## src/mrg_pkg.sv

```systemverilog
// Shared constants, command codes and control/status types for the
// minimal-standard random generator. No dependencies.
`default_nettype none

package mrg_pkg;

    localparam int CMD_W   = 3;
    localparam int DATA_W  = 32;
    localparam int STATE_W = 31;
    localparam int MULT_W  = 16;
    localparam int PROD_W  = STATE_W + MULT_W;
    localparam int SPAN_W  = DATA_W + 1;

    localparam logic [MULT_W-1:0] LCG_MULT = 16'd48271;
    localparam logic [DATA_W-1:0] LCG_MOD  = 32'h7FFF_FFFF;
    localparam logic [STATE_W-1:0] STATE_RESET = 31'd1;

    // Remainder steps: one per bit of the state, which is the dividend.
    localparam int DIV_STEPS = STATE_W;
    localparam int DIV_CNT_W = $clog2(DIV_STEPS);

    localparam logic [CMD_W-1:0] CMD_RAW   = 3'd0;
    localparam logic [CMD_W-1:0] CMD_BYTE  = 3'd1;
    localparam logic [CMD_W-1:0] CMD_BOOL  = 3'd2;
    localparam logic [CMD_W-1:0] CMD_RANGE = 3'd3;
    localparam logic [CMD_W-1:0] CMD_SEED  = 3'd4;
    localparam logic [CMD_W-1:0] CMD_READ  = 3'd5;

    typedef struct packed {
        logic load_in;
        logic mul;
        logic reduce;
        logic div_step;
        logic seed_load;
        logic out_load;
    } mrg_ctl_t;

    typedef struct packed {
        logic [CMD_W-1:0] cmd;
        logic             range_bad;
        logic             out_free;
    } mrg_sts_t;

endpackage

`default_nettype wire

```

## src/mrg_if.sv

```systemverilog
// Handshake channels of the random generator: the request and the response.
// Depends on mrg_pkg for field widths.
`default_nettype none

interface mrg_req_if;
    logic                             valid;
    logic                             ready;
    logic [mrg_pkg::CMD_W-1:0]        cmd;
    logic signed [mrg_pkg::DATA_W-1:0] seed_value;
    logic signed [mrg_pkg::DATA_W-1:0] range_low;
    logic signed [mrg_pkg::DATA_W-1:0] range_high;

    modport source (output valid, cmd, seed_value, range_low, range_high, input ready);
    modport sink (input valid, cmd, seed_value, range_low, range_high, output ready);
endinterface

interface mrg_rsp_if;
    logic                              valid;
    logic                              ready;
    logic signed [mrg_pkg::DATA_W-1:0] value;
    logic                              range_error;

    modport source (output valid, value, range_error, input ready);
    modport sink (input valid, value, range_error, output ready);
endinterface

`default_nettype wire

```

## src/mrg_ctrl.sv

```systemverilog
// Sequencing state machine of the random generator.
// Depends on mrg_pkg for command codes and control/status types.
`default_nettype none

module mrg_ctrl (
    input  wire logic              clk,
    input  wire logic              rst_n,
    input  wire logic              req_valid,
    output logic                   req_ready,
    input  wire mrg_pkg::mrg_sts_t sts,
    output mrg_pkg::mrg_ctl_t      ctl
);

    localparam logic [2:0] S_IDLE = 3'd0;
    localparam logic [2:0] S_DEC  = 3'd1;
    localparam logic [2:0] S_MUL  = 3'd2;
    localparam logic [2:0] S_RED  = 3'd3;
    localparam logic [2:0] S_DIV  = 3'd4;
    localparam logic [2:0] S_FIN  = 3'd5;

    localparam logic [mrg_pkg::DIV_CNT_W-1:0] CNT_LAST =
        mrg_pkg::DIV_CNT_W'(mrg_pkg::DIV_STEPS - 1);

    logic [2:0]                      state_reg, state_next;
    logic [mrg_pkg::DIV_CNT_W-1:0]   cnt_reg, cnt_next;

    assign req_ready = (state_reg == S_IDLE);

    always_comb
    begin
        state_next = state_reg;
        cnt_next   = cnt_reg;
        ctl        = '0;
        unique case (state_reg)
            S_IDLE:
            begin
                if (req_valid)
                begin
                    ctl.load_in = 1'b1;
                    state_next  = S_DEC;
                end
            end
            S_DEC:
            begin
                priority if (sts.cmd == mrg_pkg::CMD_RAW || sts.cmd == mrg_pkg::CMD_BYTE
                             || sts.cmd == mrg_pkg::CMD_BOOL)
                begin
                    state_next = S_MUL;
                end
                else if (sts.cmd == mrg_pkg::CMD_RANGE)
                begin
                    state_next = sts.range_bad ? S_FIN : S_MUL;
                end
                else if (sts.cmd == mrg_pkg::CMD_SEED)
                begin
                    ctl.seed_load = 1'b1;
                    state_next    = S_FIN;
                end
                else
                begin
                    state_next = S_FIN;
                end
            end
            S_MUL:
            begin
                ctl.mul    = 1'b1;
                state_next = S_RED;
            end
            S_RED:
            begin
                // The reduction also primes the remainder unit with the new state.
                ctl.reduce = 1'b1;
                cnt_next   = '0;
                state_next = (sts.cmd == mrg_pkg::CMD_RANGE) ? S_DIV : S_FIN;
            end
            S_DIV:
            begin
                ctl.div_step = 1'b1;
                cnt_next     = cnt_reg + 1'b1;
                if (cnt_reg == CNT_LAST)
                begin
                    state_next = S_FIN;
                end
            end
            S_FIN:
            begin
                if (sts.out_free)
                begin
                    ctl.out_load = 1'b1;
                    state_next   = S_IDLE;
                end
            end
            default:
            begin
                state_next = S_IDLE;
            end
        endcase
    end

    always_ff @(posedge clk or negedge rst_n)
    begin
        if (!rst_n)
        begin
            state_reg <= S_IDLE;
            cnt_reg   <= '0;
        end
        else
        begin
            state_reg <= state_next;
            cnt_reg   <= cnt_next;
        end
    end

endmodule

`default_nettype wire

```

## src/mrg_dp.sv

```systemverilog
// Datapath of the random generator: state, multiplier, Mersenne reduction,
// seed reduction, bit-serial remainder unit and output register. Depends on mrg_pkg.
`default_nettype none

module mrg_dp (
    input  wire logic                              clk,
    input  wire logic                              rst_n,
    input  wire mrg_pkg::mrg_ctl_t                 ctl,
    output mrg_pkg::mrg_sts_t                      sts,
    input  wire logic [mrg_pkg::CMD_W-1:0]         cmd,
    input  wire logic signed [mrg_pkg::DATA_W-1:0] seed_value,
    input  wire logic signed [mrg_pkg::DATA_W-1:0] range_low,
    input  wire logic signed [mrg_pkg::DATA_W-1:0] range_high,
    input  wire logic                              rsp_ready,
    output logic                                   rsp_valid,
    output logic signed [mrg_pkg::DATA_W-1:0]      rsp_value,
    output logic                                   rsp_range_error
);

    localparam int SW = mrg_pkg::STATE_W;
    localparam int DW = mrg_pkg::DATA_W;
    localparam int PW = mrg_pkg::PROD_W;
    localparam int NW = mrg_pkg::SPAN_W;

    logic [mrg_pkg::CMD_W-1:0] cmd_reg;
    logic [DW-1:0]             seed_reg;
    logic [DW-1:0]             low_reg;
    logic [NW-1:0]             span_reg;
    logic                      bad_reg;
    logic [SW-1:0]             gen_reg, gen_next;
    logic [PW-1:0]             prod_reg;
    logic [SW-1:0]             dvd_reg;
    logic [DW-1:0]             rem_reg;
    logic                      valid_reg;
    logic [DW-1:0]             value_reg, value_next;
    logic                      err_reg, err_next;

    logic [DW-1:0]  red_sum, red_val;
    logic [DW-1:0]  seed_mod;
    logic [SW-1:0]  seed_state;
    logic [NW-1:0]  span_in;
    logic [NW-1:0]  trial;
    logic [NW:0]    trial_diff;

    // Product is below 2^47, so hi + lo folds it below twice the modulus.
    assign red_sum = DW'(prod_reg[PW-1:SW]) + DW'(prod_reg[SW-1:0]);
    assign red_val = (red_sum >= mrg_pkg::LCG_MOD) ? red_sum - mrg_pkg::LCG_MOD : red_sum;

    // A negative seed gets the modulus added once; the most negative seed is the
    // only one that needs it twice.
    always_comb
    begin
        priority if (seed_reg == mrg_pkg::LCG_MOD)
        begin
            seed_mod = '0;
        end
        else if (seed_reg == {1'b1, {(DW-1){1'b0}}})
        begin
            seed_mod = mrg_pkg::LCG_MOD - 1'b1;
        end
        else if (seed_reg[DW-1])
        begin
            seed_mod = seed_reg + mrg_pkg::LCG_MOD;
        end
        else
        begin
            seed_mod = seed_reg;
        end
    end
    assign seed_state = (seed_mod == '0) ? mrg_pkg::STATE_RESET : seed_mod[SW-1:0];

    assign span_in = {range_high[DW-1], range_high} - {range_low[DW-1], range_low} + 1'b1;

    assign trial      = {rem_reg, dvd_reg[SW-1]};
    assign trial_diff = {1'b0, trial} - {1'b0, span_reg};

    always_comb
    begin
        gen_next = gen_reg;
        if (ctl.reduce)
        begin
            gen_next = red_val[SW-1:0];
        end
        else if (ctl.seed_load)
        begin
            gen_next = seed_state;
        end
    end

    always_comb
    begin
        value_next = '0;
        err_next   = 1'b0;
        unique case (cmd_reg)
            mrg_pkg::CMD_RAW:   value_next = DW'(gen_reg);
            mrg_pkg::CMD_BYTE:  value_next = DW'(gen_reg[7:0]);
            mrg_pkg::CMD_BOOL:  value_next = DW'(gen_reg[0]);
            mrg_pkg::CMD_RANGE:
            begin
                if (bad_reg)
                begin
                    err_next = 1'b1;
                end
                else
                begin
                    value_next = rem_reg + low_reg;
                end
            end
            mrg_pkg::CMD_SEED:  value_next = DW'(gen_reg);
            mrg_pkg::CMD_READ:  value_next = DW'(gen_reg);
            default:            value_next = '0;
        endcase
    end

    always_ff @(posedge clk or negedge rst_n)
    begin
        if (!rst_n)
        begin
            gen_reg   <= mrg_pkg::STATE_RESET;
            cmd_reg   <= mrg_pkg::CMD_READ;
            bad_reg   <= 1'b0;
            valid_reg <= 1'b0;
        end
        else
        begin
            gen_reg <= gen_next;
            if (ctl.load_in)
            begin
                cmd_reg <= cmd;
                bad_reg <= (range_high < range_low);
            end
            if (ctl.out_load)
            begin
                valid_reg <= 1'b1;
            end
            else if (rsp_ready)
            begin
                valid_reg <= 1'b0;
            end
        end
    end

    always_ff @(posedge clk)
    begin
        if (ctl.load_in)
        begin
            seed_reg <= seed_value;
            low_reg  <= range_low;
            span_reg <= span_in;
        end
        if (ctl.mul)
        begin
            prod_reg <= PW'(gen_reg) * PW'(mrg_pkg::LCG_MULT);
        end
        if (ctl.reduce)
        begin
            dvd_reg <= red_val[SW-1:0];
            rem_reg <= '0;
        end
        else if (ctl.div_step)
        begin
            dvd_reg <= {dvd_reg[SW-2:0], 1'b0};
            rem_reg <= trial_diff[NW] ? trial[DW-1:0] : trial_diff[DW-1:0];
        end
        if (ctl.out_load)
        begin
            value_reg <= value_next;
            err_reg   <= err_next;
        end
    end

    assign sts.cmd       = cmd_reg;
    assign sts.range_bad = bad_reg;
    assign sts.out_free  = !valid_reg || rsp_ready;

    assign rsp_valid       = valid_reg;
    assign rsp_value       = value_reg;
    assign rsp_range_error = err_reg;

endmodule

`default_nettype wire

```

## src/minstd_random_generator_top.sv

```systemverilog
// Top level of the minimal-standard random generator; joins controller and
// datapath. Depends on mrg_pkg, mrg_if.sv, mrg_ctrl and mrg_dp.
//
// Park-Miller generator, state' = state * 48271 mod (2^31 - 1), reset state 1.
// One request word gives one response word. Read state, load seed and undefined
// commands go from decode straight to the finish state; raw/byte/bool draws add
// a multiply and a reduction step, and a range draw then runs the bit-serial
// remainder unit, one step per state bit, that reduces the new state modulo the
// 33-bit span. A reversed range goes to finish with range_error set and the
// state kept. A new request is taken only when the previous one has left the
// datapath; the response register lets that happen while an earlier response waits.
`default_nettype none

module minstd_random_generator_top (
    input  wire logic clk,
    input  wire logic rst_n,
    mrg_req_if.sink   req,
    mrg_rsp_if.source rsp
);

    mrg_pkg::mrg_ctl_t ctl;
    mrg_pkg::mrg_sts_t sts;
    logic              req_ready;

    assign req.ready = req_ready;

    mrg_ctrl u_ctrl (
        .clk       (clk),
        .rst_n     (rst_n),
        .req_valid (req.valid),
        .req_ready (req_ready),
        .sts       (sts),
        .ctl       (ctl)
    );

    mrg_dp u_dp (
        .clk             (clk),
        .rst_n           (rst_n),
        .ctl             (ctl),
        .sts             (sts),
        .cmd             (req.cmd),
        .seed_value      (req.seed_value),
        .range_low       (req.range_low),
        .range_high      (req.range_high),
        .rsp_ready       (rsp.ready),
        .rsp_valid       (rsp.valid),
        .rsp_value       (rsp.value),
        .rsp_range_error (rsp.range_error)
    );

endmodule

`default_nettype wire
```

## src/flat_wrapper.sv

```systemverilog
// flat-port wrapper written by rule: the top's interface ports become plain ports
module minstd_random_generator_top_flat 
  (clk, rst_n, req_valid, req_cmd, req_seed_value, req_range_low, req_range_high, req_ready, rsp_valid, rsp_value, rsp_range_error, rsp_ready);
  mrg_req_if req_i ();
  mrg_rsp_if rsp_i ();
  input  wire logic clk;
  input  wire logic rst_n;
  input wire logic [$bits(req_i.valid)-1:0] req_valid;
  input wire logic [$bits(req_i.cmd)-1:0] req_cmd;
  input wire logic [$bits(req_i.seed_value)-1:0] req_seed_value;
  input wire logic [$bits(req_i.range_low)-1:0] req_range_low;
  input wire logic [$bits(req_i.range_high)-1:0] req_range_high;
  output wire logic [$bits(req_i.ready)-1:0] req_ready;
  output wire logic [$bits(rsp_i.valid)-1:0] rsp_valid;
  output wire logic [$bits(rsp_i.value)-1:0] rsp_value;
  output wire logic [$bits(rsp_i.range_error)-1:0] rsp_range_error;
  input wire logic [$bits(rsp_i.ready)-1:0] rsp_ready;
  assign req_i.valid = req_valid;
  assign req_i.cmd = req_cmd;
  assign req_i.seed_value = req_seed_value;
  assign req_i.range_low = req_range_low;
  assign req_i.range_high = req_range_high;
  assign req_ready = req_i.ready;
  assign rsp_valid = rsp_i.valid;
  assign rsp_value = rsp_i.value;
  assign rsp_range_error = rsp_i.range_error;
  assign rsp_i.ready = rsp_ready;
  minstd_random_generator_top u_core (.clk(clk), .rst_n(rst_n), .req(req_i), .rsp(rsp_i));
endmodule
```

## config.mk

```make
export PLATFORM = sky130hd
export DESIGN_NAME = minstd_random_generator_top_flat
export DESIGN_NICKNAME = d
export VERILOG_FILES = /design/src/mrg_pkg.sv /design/src/mrg_if.sv /design/src/mrg_ctrl.sv /design/src/mrg_dp.sv /design/src/minstd_random_generator_top.sv /design/src/flat_wrapper.sv
export SDC_FILE = /design/constraint.sdc
export NUM_CORES = 1
export LEC_CHECK = 0
export BUFFER_PORTS_ARGS = -buffer_cell sky130_fd_sc_hd__buf_2
export CAP_MARGIN = 5
export CORE_UTILIZATION = 35
export DETAILED_ROUTE_END_ITERATION = 10
export SLEW_MARGIN = 25
export SYNTH_ARGS = -nofsm -noshare
export SYNTH_HDL_FRONTEND = slang
export SYNTH_SLANG_ARGS = --single-unit
```

## constraint.sdc

```tcl
create_clock -name clk -period 14.8 [get_ports clk]
set_clock_uncertainty 0.05 [all_clocks]
set_input_delay 0 -clock clk [delete_from_list [all_inputs] [get_ports clk]]
set_output_delay 0 -clock clk [all_outputs]
set_load 0.1 [all_outputs]
```

### Word-level counts from Yosys, hierarchy flattened

Index checks and enable logic that the tools add are counted.

| operators by class | value |
|---|---|
| add/sub/neg operators | 8 |
| multipliers | 1 |
| $lt $le $gt $ge | 2 |
| equal/unequal tests | 16 |
| muxes and demuxes | 35 |
| reduce and logical (&&, ||, !) cells | 13 |

Operators with widths:

| operator | number |
|---|---|
| two-way mux 31 bit | 6 |
| two-way mux 32 bit | 5 |
| one-hot mux 32 bit (4 select lines) | 1 |
| multiplier 31 x 16 -> 47 bit, second input constant | 1 |
| subtractor 33 x 33 -> 34 bit | 1 |
| adder 33 x 1 -> 33 bit, second input constant | 1 |
| subtractor 32 x 32 -> 33 bit | 1 |
| adder 16 x 31 -> 32 bit | 1 |
| adder 32 x 31 -> 32 bit, second input constant | 1 |
| adder 32 bit | 1 |
| == test 32 x 31 -> 1 bit, second input constant | 1 |
| == test 32 bit, second input constant | 1 |
| >= comparator 32 x 31 -> 1 bit, second input constant | 1 |
| zero test 32 bit | 1 |
| < comparator 32 bit | 1 |
| subtractor 31 bit, second input constant | 1 |
| two-way mux 3 bit | 6 |
| one-hot mux 3 bit (6 select lines) | 1 |
| two-way mux 1 bit | 15 |
| == test 3 x 2 -> 1 bit, second input constant | 4 |
| == test 3 bit, second input constant | 4 |
| one-hot mux 5 bit (2 select lines) | 1 |
| nonzero test 2 bit | 4 |
| == test 3 x 1 -> 1 bit, second input constant | 2 |
| 9 further kinds | 13 |

| word-level totals | value |
|---|---|
| register bits after elaboration | 284 |
| input bits | 103 |
| output and inout port bits | 35 |
| logic and storage cells | 89 |

### Depth between registers and ports, before layout

Gate-level depths: netlist of the first run.

| depth | value |
|---|---|
| word-level depth | 8 |
| mapped depth | 23 |

### Modules after synthesis

A second synthesis of the first run with hierarchy kept.

| unflattened totals | value |
|---|---|
| cells, all modules | 2799 |
| area total of the unflattened synthesis | 27420.0 um2 |

Modules (own cells, without submodules):

| module | times used | cells an instance | area each (um2) |
|---|---|---|---|
| mrg_dp | 1 | 2747 | 26919.6 |
| mrg_ctrl | 1 | 52 | 500.5 |

### Worst setup path after synthesis of the first run

OpenSTA, ideal clock, no wires.

| path | value |
|---|---|
| kind | reg-to-reg |
| start point | reg u_core.u_dp.gen_reg[6] |
| end point | reg u_core.u_dp.prod_reg[38], data pin |
| arrival time | 6.137 ns |
| data required time | 14.486 ns |
| slack | 8.349 ns |
| cell stages (with the launch flop) | 22 |
| path buffers | 0 |
| period minus slack after synthesis | 6.451 ns |
| cell sequence | dfrtp_1 fa_1 inv_1 fa_1 inv_1 fa_1 fa_1 fa_1 inv_1 fa_1 inv_1 ha_1 and3_1 and3_1 a221oi_1 nor3b_1 a21oi_1 o211ai_1 o21ai_0 or2_2 a211oi_1 a21oi_1 |

| on the way | value |
|---|---|
| word-level cells in the longest chain between the ends | 1 |

Ends and longest elaborated chain:

| item | RTL line | RTL |
|---|---|---|
| start, declared | mrg_dp.sv:30 | `logic [SW-1:0] gen_reg, gen_next;` |
| start signal, assigned | mrg_dp.sv:119 | `gen_reg <= mrg_pkg::STATE_RESET;` |
| start signal, assigned | mrg_dp.sv:126 | `gen_reg <= gen_next;` |
| multiplier 31 x 16 -> 47 bit | mrg_dp.sv:153 | `prod_reg <= PW'(gen_reg) * PW'(mrg_pkg::LCG_MULT);` |
| end signal, assigned | mrg_dp.sv:153 |  |
| end, declared | mrg_dp.sv:31 | `logic [PW-1:0] prod_reg;` |

Every way passes these cells.
A chain may end at the register's enable or synchronous reset.

### Final worst setup path of the first run

| path | value |
|---|---|
| start point | reg u_core.u_dp.gen_reg[8] |
| end point | reg u_core.u_dp.prod_reg[46], data pin |

The elaborated chain is that of the path after synthesis.

==> results of run 1 <==
-- metrics by stage --
step | cells | util [%] | worst slack [ns] | instance area (sq um)
floorplan | 2891 | - | 8.35 | 27800
global placement | 4015 | 38.0 | 7.99 | 29600
detailed placement | 4015 | 38.0 | 7.88 | 29600
CTS | 4150 | 40.3 | 7.83 | 31400
global route | 4150 | 40.3 | 7.40 | 31400
finish | 4150 | 40.3 | 7.84 | 31400
-- worst max path at each step --
stage / to / slack (ns) / cells past startpoint
final: u_core.u_dp.prod_reg[46]$_DFFE_PP_ / 7.84 / 22
after floorplan: u_core.u_dp.prod_reg[38]$_DFFE_PP_ / 8.35 / 21
after global routing: u_core.u_dp.prod_reg[46]$_DFFE_PP_ / 7.40 / 22
after CTS: u_core.u_dp.prod_reg[38]$_DFFE_PP_ / 7.83 / 21
after global placement: u_core.u_dp.prod_reg[46]$_DFFE_PP_ / 7.99 / 22
after detailed placement: u_core.u_dp.prod_reg[38]$_DFFE_PP_ / 7.88 / 21
-- cell usage after synthesis (26+ instances only) --
| cell type | n |
|---|---|
| a21o_1 | 69 |
| a21oi_1 | 176 |
| a31oi_1 | 31 |
| clkbuf_1 | 51 |
| dfrtp_1 | 41 |
| dfxtp_1 | 32 |
| edfxtp_1 | 208 |
| fa_1 | 205 |
| ha_1 | 338 |
| inv_1 | 430 |
| nand2_1 | 187 |
| nand2b_1 | 33 |
| nand3_1 | 55 |
| nand4_1 | 32 |
| nor2_1 | 179 |
| nor3_1 | 49 |
| o21ai_0 | 144 |
| o21bai_1 | 26 |
| o22ai_1 | 27 |
| xnor2_1 | 107 |
| xor2_1 | 79 |
-- kinds of logic (layout without fill, tap and decap cells) --
| group | after synthesis | after routing | synth area share (%) |
|---|---|---|---|
| DFF | 284 | 284 | 28.7 |
| xor gates and xnor gates | 187 | 187 | 5.92 |
| muxes | 12 | 12 | 0.455 |
| AOI/OAI and AO/OA | 684 | 684 | 16.0 |
| buffers and inverters | 496 | 715 | 6.78 |
| and+or+nand+nor | 685 | 685 | 12.2 |
| adders and majority gates | 543 | 543 | 30.0 |
-- layout by cell type, fill, tap and decap left out, types with 13 or more instances in the layout --
cell,netlist,layout
a31oi_1,31,31
and3_1,19,19
nor3_1,49,49
o22ai_1,27,27
o21ai_0,144,144
dfrtp_1,41,41
a221oi_1,15,15
nor2_1,179,176
xor2_1,79,79
nor4_1,18,18
nand2_1,187,187
edfxtp_1,208,208
buf_4,2,13
buf_2,6,137
a21o_1,69,69
nand3_1,55,55
dlygate4sd3_1,0,73
and2_1,14,13
fa_1,205,205
o21bai_1,26,26
or3_1,13,13
inv_1,430,428
a211oi_1,20,20
a22o_1,17,17
xnor2_1,107,107
o211ai_1,23,23
ha_1,338,338
o21a_1,21,20
dfxtp_1,32,32
nand2b_1,33,33
clkbuf_16,0,35
o31ai_1,18,18
nand4_1,32,32
nor2b_1,23,22
a21oi_1,176,176
-- critical path, delay by kind of cell (launching register included) --
| kind | cells | cell delay (ns) |
|---|---|---|
| compound gates | 7 | 1.49 |
| buf+inv | 4 | 0.33 |
| fa+ha+maj | 7 | 3.54 |
| xor+xnor | 1 | 0.09 |
| simple gates | 3 | 0.61 |
| flops | 1 | 0.56 |
-- final cells by class --
cell class,instances,area share (%)
inverters,430,5.14
well taps,1040,4.14
clock inverters,16,0.438
flip-flops and latches,284,25.4
clock buffers,46,2.95
multi-input cells,2111,57.1
repair buffers,223,4.82
-- per-layer routing --
metal	up-vias	part of all wire [%]	global-route usage [%]
li1	10500	-	-
met1	10600	45	28.1
met2	577	46	33.8
met3	111	5.5	2.80
met4	6	2.8	5.57
met5	-	0.039	0
-- what timing repair did --
action | in CTS | in global routing
hold buffers | 73 | 0
endpoints found under the hold margin | 122 | 0
resized for setup | 0 | 0
==> metrics.txt, run 1 <==
status complete, no violations; period utilization 47.0%; initial antenna violation count 5; Yosys warning total 0; worst setup path class register to register; via density per instance about 5.3; hold wc startpoint req_range_high[7]; buffer depth of the longest clock path 3; FF-to-FF End u_core.u_dp.prod_reg[46]$_DFFE_PP_; CTS Buf Count 35; Worst-Margin Slew 1.04 ns; crit path DAT 7.19 ns; clock sinks 284; number of library cell types mapped by synthesis 91; CP Max Fanout 8; CP dominant cell by count fa_1; number of synthesized flops with an enable pin 208; CP Launch Point u_core.u_dp.gen_reg[8]$_DFFE_PN0P_; Port Buffers 137; Final min period around 7.0 ns; Worst Path Required between 15 and 20 ns; reg2reg path depth 22; average routed wire per standard cell 20.0 um; initial core utilization roughly 36%; Post-synth ARST share 15.5%; highest cell delay on the worst timing path 0.60 ns; Placer Congestion a little under 1; DRT Wirelength between 80,000 and 90,000 um; Die ar. 0.0806 sq mm; CP max-delay cell fa_1; final-stage net count 3,731; RR Startpoint u_core.u_dp.gen_reg[8]$_DFFE_PN0P_; proportion of layout cells with a drive suffix above 1 8.26%; post-synthesis sequential area ratio 28.7%; top cells by area, synth edfxtp_1 (22%), ha_1 (15%), fa_1 (15%); CP Cell Sequence inv_1, fa_1, inv_1, fa_1, fa_1, fa_1, fa_1, inv_1, fa_1, inv_1, ha_1, and2_1, and3_1, a221oi_1, nor3b_1, a21oi_1, o211ai_1, o21ai_0, o211ai_1, o221ai_1, o21ai_0, xnor2_1; Core ar. between 0.07 and 0.08 sq mm; Min-Delay Path Depth 4; vias 21.8k; Die X 284 um; Routed Antenna Nets 0; pins over their slew limit 0; synthesized area per cell around 9.6 sq um; number of remaining DRC errors 0; Iteration-0 DRC Markers 1,521; Synth Net Count 3,537; Synth Register Bits 284; Multi-input gate area 0.0180 sq mm; Pre-antenna DRT Iters 5; Synth Instances 2,891; Rows 102; Max-slew headroom between 20% and 30%; total grt overflow 0; FMAX 0.144 GHz; die height approximately 280 um; Area Growth Syn to Fin 13.1%; Hold Vio Cnt, Final 0; Mapped Area 0.0278 sq mm; Reg area 0.00799 sq mm; RSZ-0062 raised after global routing false; final antenna diode count 0; Min-Delay Endpoint u_core.u_dp.span_reg[7]$_DFFE_PP_; post-synth top area share ~22%; hold slack 0.0537 ns; Global Route Usage Sum 20.5%; crit start category register; max FFs per register 47; post-DP HPWL approximately 67,000 um; largest net degree at the start of global routing 68; total setup buffers inserted after CTS 0; Hold Path Class primary input to register; htree depth 2; Setup TNS 0 ns; Clock Pin Slew Worst Setup and Hold Paths roughly 0.070 ns; crit path capture type register; clk_lat worst skew ~0.55 ns; TritonCTS clock tree built; final setup fails 0; first-pass GRT wire length 128,000 um; leading area contributor after synthesis edfxtp_1; Post-synth top flop edfxtp_1; fill cell count 7,730; vias in the first global route 21.9k; Reg2Reg Setup Slack 7.84 ns; top-level I/O count between 100 and 150; root buffer cell clkbuf_16; max cap viols 0
Power of run 1 is left out: the tool's default activity adds up to more than one toggle a clock period on the data nets, which glitch-free logic cannot reach.
==> inputs of run 2 (changes only) <==
clock period = 6.2 ns   (was 14.8 ns; I/O delays follow)
==> metrics.txt, run 2 (synthesis results as in run 1) <==
average routed wire per standard cell 19.0 um (was 20.0 um); max FFs per register 47 (unchanged); buffer depth of the longest clock path 3 (unchanged); Worst-Margin Slew 1.17 ns (was 1.04 ns); Hold Vio Cnt, Final 0 (unchanged); violated checks negative setup slack; FMAX 0.159 GHz (was 0.144 GHz); status complete, but fails checks (was complete, no violations); Hold Path Class primary input to register (unchanged); Rows 102 (unchanged); final-stage net count 3,876 (was 3,731); vias 22.2k (was 21.8k); crit path capture type register (unchanged); CTS Buf Count 35 (unchanged); Worst Path Required 6.43 ns (was 15.02 ns); Die X 284 um (unchanged); die height 284 um (unchanged); leading cell type in the layout, fill and taps excluded inv_1 (unchanged); number of remaining DRC errors 0 (unchanged); via density per instance 5.16 (was 5.26); CP Max Fanout 3 (was 8); vias in the first global route 21.7k (was 21.9k); Final min period 6.29 ns (was 6.96 ns); period utilization 101% (was 47.0%); total grt overflow 0 (unchanged); clk_lat worst skew 0.56 ns (was 0.55 ns); crit path DAT 6.52 ns (was 7.19 ns); Clock Pin Slew Worst Setup and Hold Paths 0.07 ns (about the same); Reg2Reg Setup Slack -0.09 ns (was 7.84 ns); Routed Antenna Nets 0 (unchanged); Port Buffers 137 (unchanged); initial antenna violation count 5 (unchanged); post-DP HPWL 67,200 um (was 67,400 um); initial core utilization 35.7% (unchanged); final setup fails 4 (was 0); Pre-antenna DRT Iters 7 (was 5); Die ar. 0.0806 sq mm (unchanged); pre-CTS setup slack -0.238 ns (was 7.88 ns); Area Growth Syn to Fin 18.7% (was 13.1%); Iteration-0 DRC Markers 1,434 (was 1,521); proportion of layout cells with a drive suffix above 1 14.5% (was 8.26%); Placer Congestion 0.961 (was 0.979); Core ar. 0.0780 sq mm (unchanged); clock sinks 284 (unchanged); root buffer cell clkbuf_16 (unchanged); largest net degree at the start of global routing 59 (was 68); Global Route Usage Sum 20.1% (was 20.5%); Non-Filler Cell Area, Final 0.0330 sq mm (was 0.0314 sq mm); max cap viols 0 (unchanged); most frequent cells in the layout inv_1 (419), ha_1 (329), edfxtp_1 (208) (was inv_1 (428), ha_1 (338), edfxtp_1 (208)); RSZ-0062 raised after global routing true (was false); first-pass GRT wire length 126,000 um (was 128,000 um); DRT Wirelength 81,800 um (was 82,800 um); crit start category register (unchanged); final setup margin -0.0885 ns (was 7.84 ns); top-level I/O count 138 (unchanged); Placed Area 0.0307 sq mm (was 0.0296 sq mm); pins over their slew limit 0 (unchanged); Max-slew headroom 21.5% (was 29.9%); htree depth 2 (unchanged); worst setup path class register to register (unchanged); TritonCTS clock tree built (unchanged)
run 2: changes by cell type in the layout (fill, tap and decap cells not counted), moves of 7 or more:
cell	delta
buf_4	+143
ha_4	+8
fa_2	+9
inv_1	-9
dfrtp_2	+7
dfrtp_1	-7
fa_1	-9
ha_1	-9
a21oi_1	-7
inv_2	+9
run 2: final cells by class:
cell class | instances | area (sq um)
fillers | 7584 | 45000
multi-input cells | 2111 | 18200
flip-flops and latches | 284 | 8000
repair buffers | 368 | 2610
inverters | 430 | 1620
well taps | 1040 | 1300
clock buffers | 42 | 923
clock inverters | 22 | 297
diodes | 1 | 2.50
run 2: path summary, 6_finish.rpt:
path                       cells past startpoint                            startpoint                                    to
min                                            4                     req_range_high[4]     u_core.u_dp.span_reg[4]$_DFFE_PP_
max in group asynchronous                      3                                 rst_n    u_core.u_dp.gen_reg[5]$_DFFE_PN0P_
max reg2reg                                   23    u_core.u_dp.gen_reg[8]$_DFFE_PN0P_    u_core.u_dp.prod_reg[46]$_DFFE_PP_
min reg2reg                                    1  u_core.u_ctrl.cnt_reg[4]$_DFFE_PN0P_  u_core.u_ctrl.cnt_reg[4]$_DFFE_PN0P_
max                                           23    u_core.u_dp.gen_reg[8]$_DFFE_PN0P_    u_core.u_dp.prod_reg[46]$_DFFE_PP_
min in group asynchronous                      3                                 rst_n   u_core.u_dp.gen_reg[29]$_DFFE_PN0P_
run 2: repair_timing:
action                                  CTS  global route
endpoints found under the setup margin   10            17
setup buffers                             8             8
pin swaps                                45            41
cloned                                    0             0
endpoints found under the hold margin   125             0
hold buffers                             73             0
resized for setup                        23            36
run 2: through the flow:
stage               instances  utilization, %  hold slack [ns]  setup TNS, ns
floorplan                2891               -           -0.346              0
global placement         4144            39.3            0.126         -0.664
detailed placement       4144            39.3            0.129          -1.03
CTS                      4289            42.0          0.00841       -0.00476
global route             4297            42.3           0.0501          -1.47
finish                   4298            42.3           0.0410         -0.210
run 2: worst max-delay path, cell delays in order (launching register included):
cell and delay, ns:
dfrtp_2 0.41, buf_6 0.13, fa_1 0.52, inv_1 0.06, fa_1 0.49, inv_1 0.05
fa_2 0.54, fa_2 0.43, fa_1 0.51, inv_1 0.05, fa_1 0.48, inv_2 0.05
ha_4 0.22, and3_4 0.18, and3_4 0.19, a221oi_4 0.29, nor3b_4 0.23, a21oi_2 0.08
o211ai_1 0.31, o21ai_2 0.11, o211ai_1 0.28, o221ai_1 0.16, o21ai_1 0.12, xnor2_1 0.07
run 2: per-layer routing:
metal	up-vias	global-route usage, %	part of all wire, %
li1	10800	-	-
met5	-	0	0.016
met4	2	4.66	2.1
met3	90	2.90	5.6
met2	579	32.6	46
met1	10700	28.2	47
Power of run 2 is left out for the same reason.
==> inputs of run 3 (changes only) <==
CTS_BUF_LIST = sky130_fd_sc_hd__clkbuf_16   (was default)
==> metrics.txt, run 3 (synthesis results as in run 1) <==
status complete, but fails checks (unchanged); violated checks negative setup slack (unchanged); leading cell type in the layout, fill and taps excluded inv_1 (unchanged); final antenna diode count 0 (was 1); via density per instance 5.17 (was 5.16); Max-slew headroom 22.6% (was 21.5%); crit start category register (unchanged); Port Buffers 137 (unchanged); htree depth 2 (unchanged); final-stage net count 3,876 (unchanged); buffer depth of the longest clock path 3 (unchanged); die height 284 um (unchanged); max FFs per register 47 (unchanged); crit path DAT 6.54 ns (was 6.52 ns); Worst Path Required 6.43 ns (about the same); proportion of layout cells with a drive suffix above 1 14.5% (unchanged); Rows 102 (unchanged); initial antenna violation count 5 (unchanged); Area Growth Syn to Fin 18.6% (was 18.7%); CP max-delay cell fa_1 (was fa_2); vias 22.2k (about the same); final setup margin -0.104 ns (was -0.0885 ns); utilization after layout 42.3% (about the same); total grt overflow 0 (unchanged); CTS Buf Count 35 (unchanged); Hold Path Class primary input to register (unchanged); RSZ-0062 raised after global routing true (unchanged); final setup fails 4 (unchanged); DRT Wirelength 81,900 um (was 81,800 um); Pre-antenna DRT Iters 6 (was 7); RR Startpoint u_core.u_dp.gen_reg[8]$_DFFE_PN0P_ (unchanged); root buffer cell clkbuf_16 (unchanged); Routed Antenna Nets 0 (unchanged); crit path capture type register (unchanged); Worst-Margin Slew 1.15 ns (was 1.17 ns); most frequent cells in the layout inv_1 (425), ha_1 (329), edfxtp_1 (208) (was inv_1 (419), ha_1 (329), edfxtp_1 (208)); vias in the first global route 21.8k (was 21.7k); Placer Congestion 0.961 (unchanged); post-DP HPWL 67,200 um (unchanged); pins over their slew limit 0 (unchanged); worst setup path class register to register (unchanged); M2 GR Usage 32.7% (was 32.6%); largest net degree at the start of global routing 59 (unchanged); dominant delay contributor by cell family on the critical path adder cells (unchanged); Die X 284 um (unchanged); Iteration-0 DRC Markers 1,433 (was 1,434); Reg2Reg Setup Slack -0.10 ns (was -0.09 ns); clock sinks 284 (unchanged); FMAX 0.159 GHz (about the same); Final min period 6.30 ns (was 6.29 ns); CP Cell Sequence buf_6, buf_4, buf_4, ha_1, fa_1, fa_1, fa_1, fa_1, inv_1, fa_1, inv_1, ha_1, a21o_1, a21o_1, a21o_1, or3b_4, o211ai_1, o21ai_2, o211ai_1, o221ai_1, o21ai_1, xnor2_1 (was buf_6, fa_1, inv_1, fa_1, inv_1, fa_2, fa_2, fa_1, inv_1, fa_1, inv_2, ha_4, and3_4, and3_4, a221oi_4, nor3b_4, a21oi_2, o211ai_1, o21ai_2, o211ai_1, o221ai_1, o21ai_1, xnor2_1); grt peak-use layer met2 (unchanged); max cap viols 0 (unchanged); Global Route Usage Sum 20.1% (about the same); Die ar. 0.0806 sq mm (unchanged); highest cell delay on the worst timing path 0.54 ns (about the same); Core ar. 0.0780 sq mm (unchanged); fill cell count 7,585 (was 7,584); TritonCTS clock tree built (unchanged); clk_lat worst skew 0.56 ns (about the same); top-level I/O count 138 (unchanged); CP Max Fanout 3 (unchanged); GRT met3 Usage 2.89% (was 2.90%); period utilization 102% (was 101%); CP dominant cell by count fa_1 (unchanged); Buf/Inv on CP 5 (unchanged); average routed wire per standard cell 19.1 um (was 19.0 um); Clock Pin Slew Worst Setup and Hold Paths 0.07 ns (about the same); Hold Vio Cnt, Final 0 (unchanged); number of remaining DRC errors 0 (unchanged); first-pass GRT wire length 126,000 um (about the same); initial core utilization 35.7% (unchanged); hold wc startpoint req_range_high[4] (unchanged); CP Launch Point u_core.u_dp.gen_reg[8]$_DFFE_PN0P_ (unchanged); met1 usage 28.1% (was 28.2%)
==> run 3: cell count changes in the layout (fill, tap and decap cells not counted), sizes merged <==
cell,before,now
inv,434,440
clkbuf,42,36
diode,1,0
==> run 3: through the flow <==
stage           TNS, ns  area, sq um  std cells  setup slack, ns  hold WS, ns
2_1_floorplan         0        27900       2891           0.0163       -0.346
3_3_place_gp     -0.664        30700       4144           -0.184        0.126
3_5_place_dp      -1.03        30700       4144           -0.238        0.129
4_1_cts        -0.00476        32700       4289         -0.00476      0.00953
5_1_grt           -1.47        33000       4297           -0.359       0.0511
6_report         -0.278        33000       4297           -0.104       0.0396
==> run 3: worst register-to-register path, stage by stage (launching register included) <==
cell and delay (ns):
dfrtp_2 0.41, buf_6 0.13, buf_4 0.12, buf_4 0.14
ha_1 0.33, fa_1 0.51, fa_1 0.45, fa_1 0.49
fa_1 0.54, inv_1 0.05, fa_1 0.52, inv_1 0.04
ha_1 0.20, a21o_1 0.18, a21o_1 0.18, a21o_1 0.20
or3b_4 0.39, o211ai_1 0.34, o21ai_2 0.11, o211ai_1 0.28
o221ai_1 0.17, o21ai_1 0.12, xnor2_1 0.07
==> run 3: worst paths after layout <==
kind	end	cells after the start
min in group asynchronous	u_core.u_dp.gen_reg[27]$_DFFE_PN0P_	3
worst min-delay path	u_core.u_dp.span_reg[4]$_DFFE_PP_	4
worst min register to register	u_core.u_ctrl.cnt_reg[4]$_DFFE_PN0P_	1
worst max-delay path	u_core.u_dp.prod_reg[46]$_DFFE_PP_	22
worst max register to register	u_core.u_dp.prod_reg[46]$_DFFE_PP_	22
max in group asynchronous	u_core.u_dp.gen_reg[5]$_DFFE_PN0P_	3
==> run 3: layout make-up <==
cell class                 instances  area (sq um)  area share (%)
multi-input combinational       2111         18200            55.3
sequential                       284          8000            24.3
timing repair buffer             368          2610            7.91
inverter                         430          1620            4.90
tap                             1040          1300            3.95
clock buffer                      36           901            2.73
clock inverter                    28           319           0.967
==> run 3: per-layer routing <==
layer	vias up	wire length, um
met2	580	37500
met3	86	4510
met5	-	13
met1	10800	38300
li1	10800	-
met4	2	1610
==> run 3: repair_timing <==
item / CTS / global route
pin swaps: 45 / 41
setup buffers: 8 / 8
hold endpoints to repair: 125 / 0
hold buffers: 73 / 0
gates resized for setup: 23 / 36
setup endpoints to repair: 10 / 17
Power of run 3 is left out for the same reason.
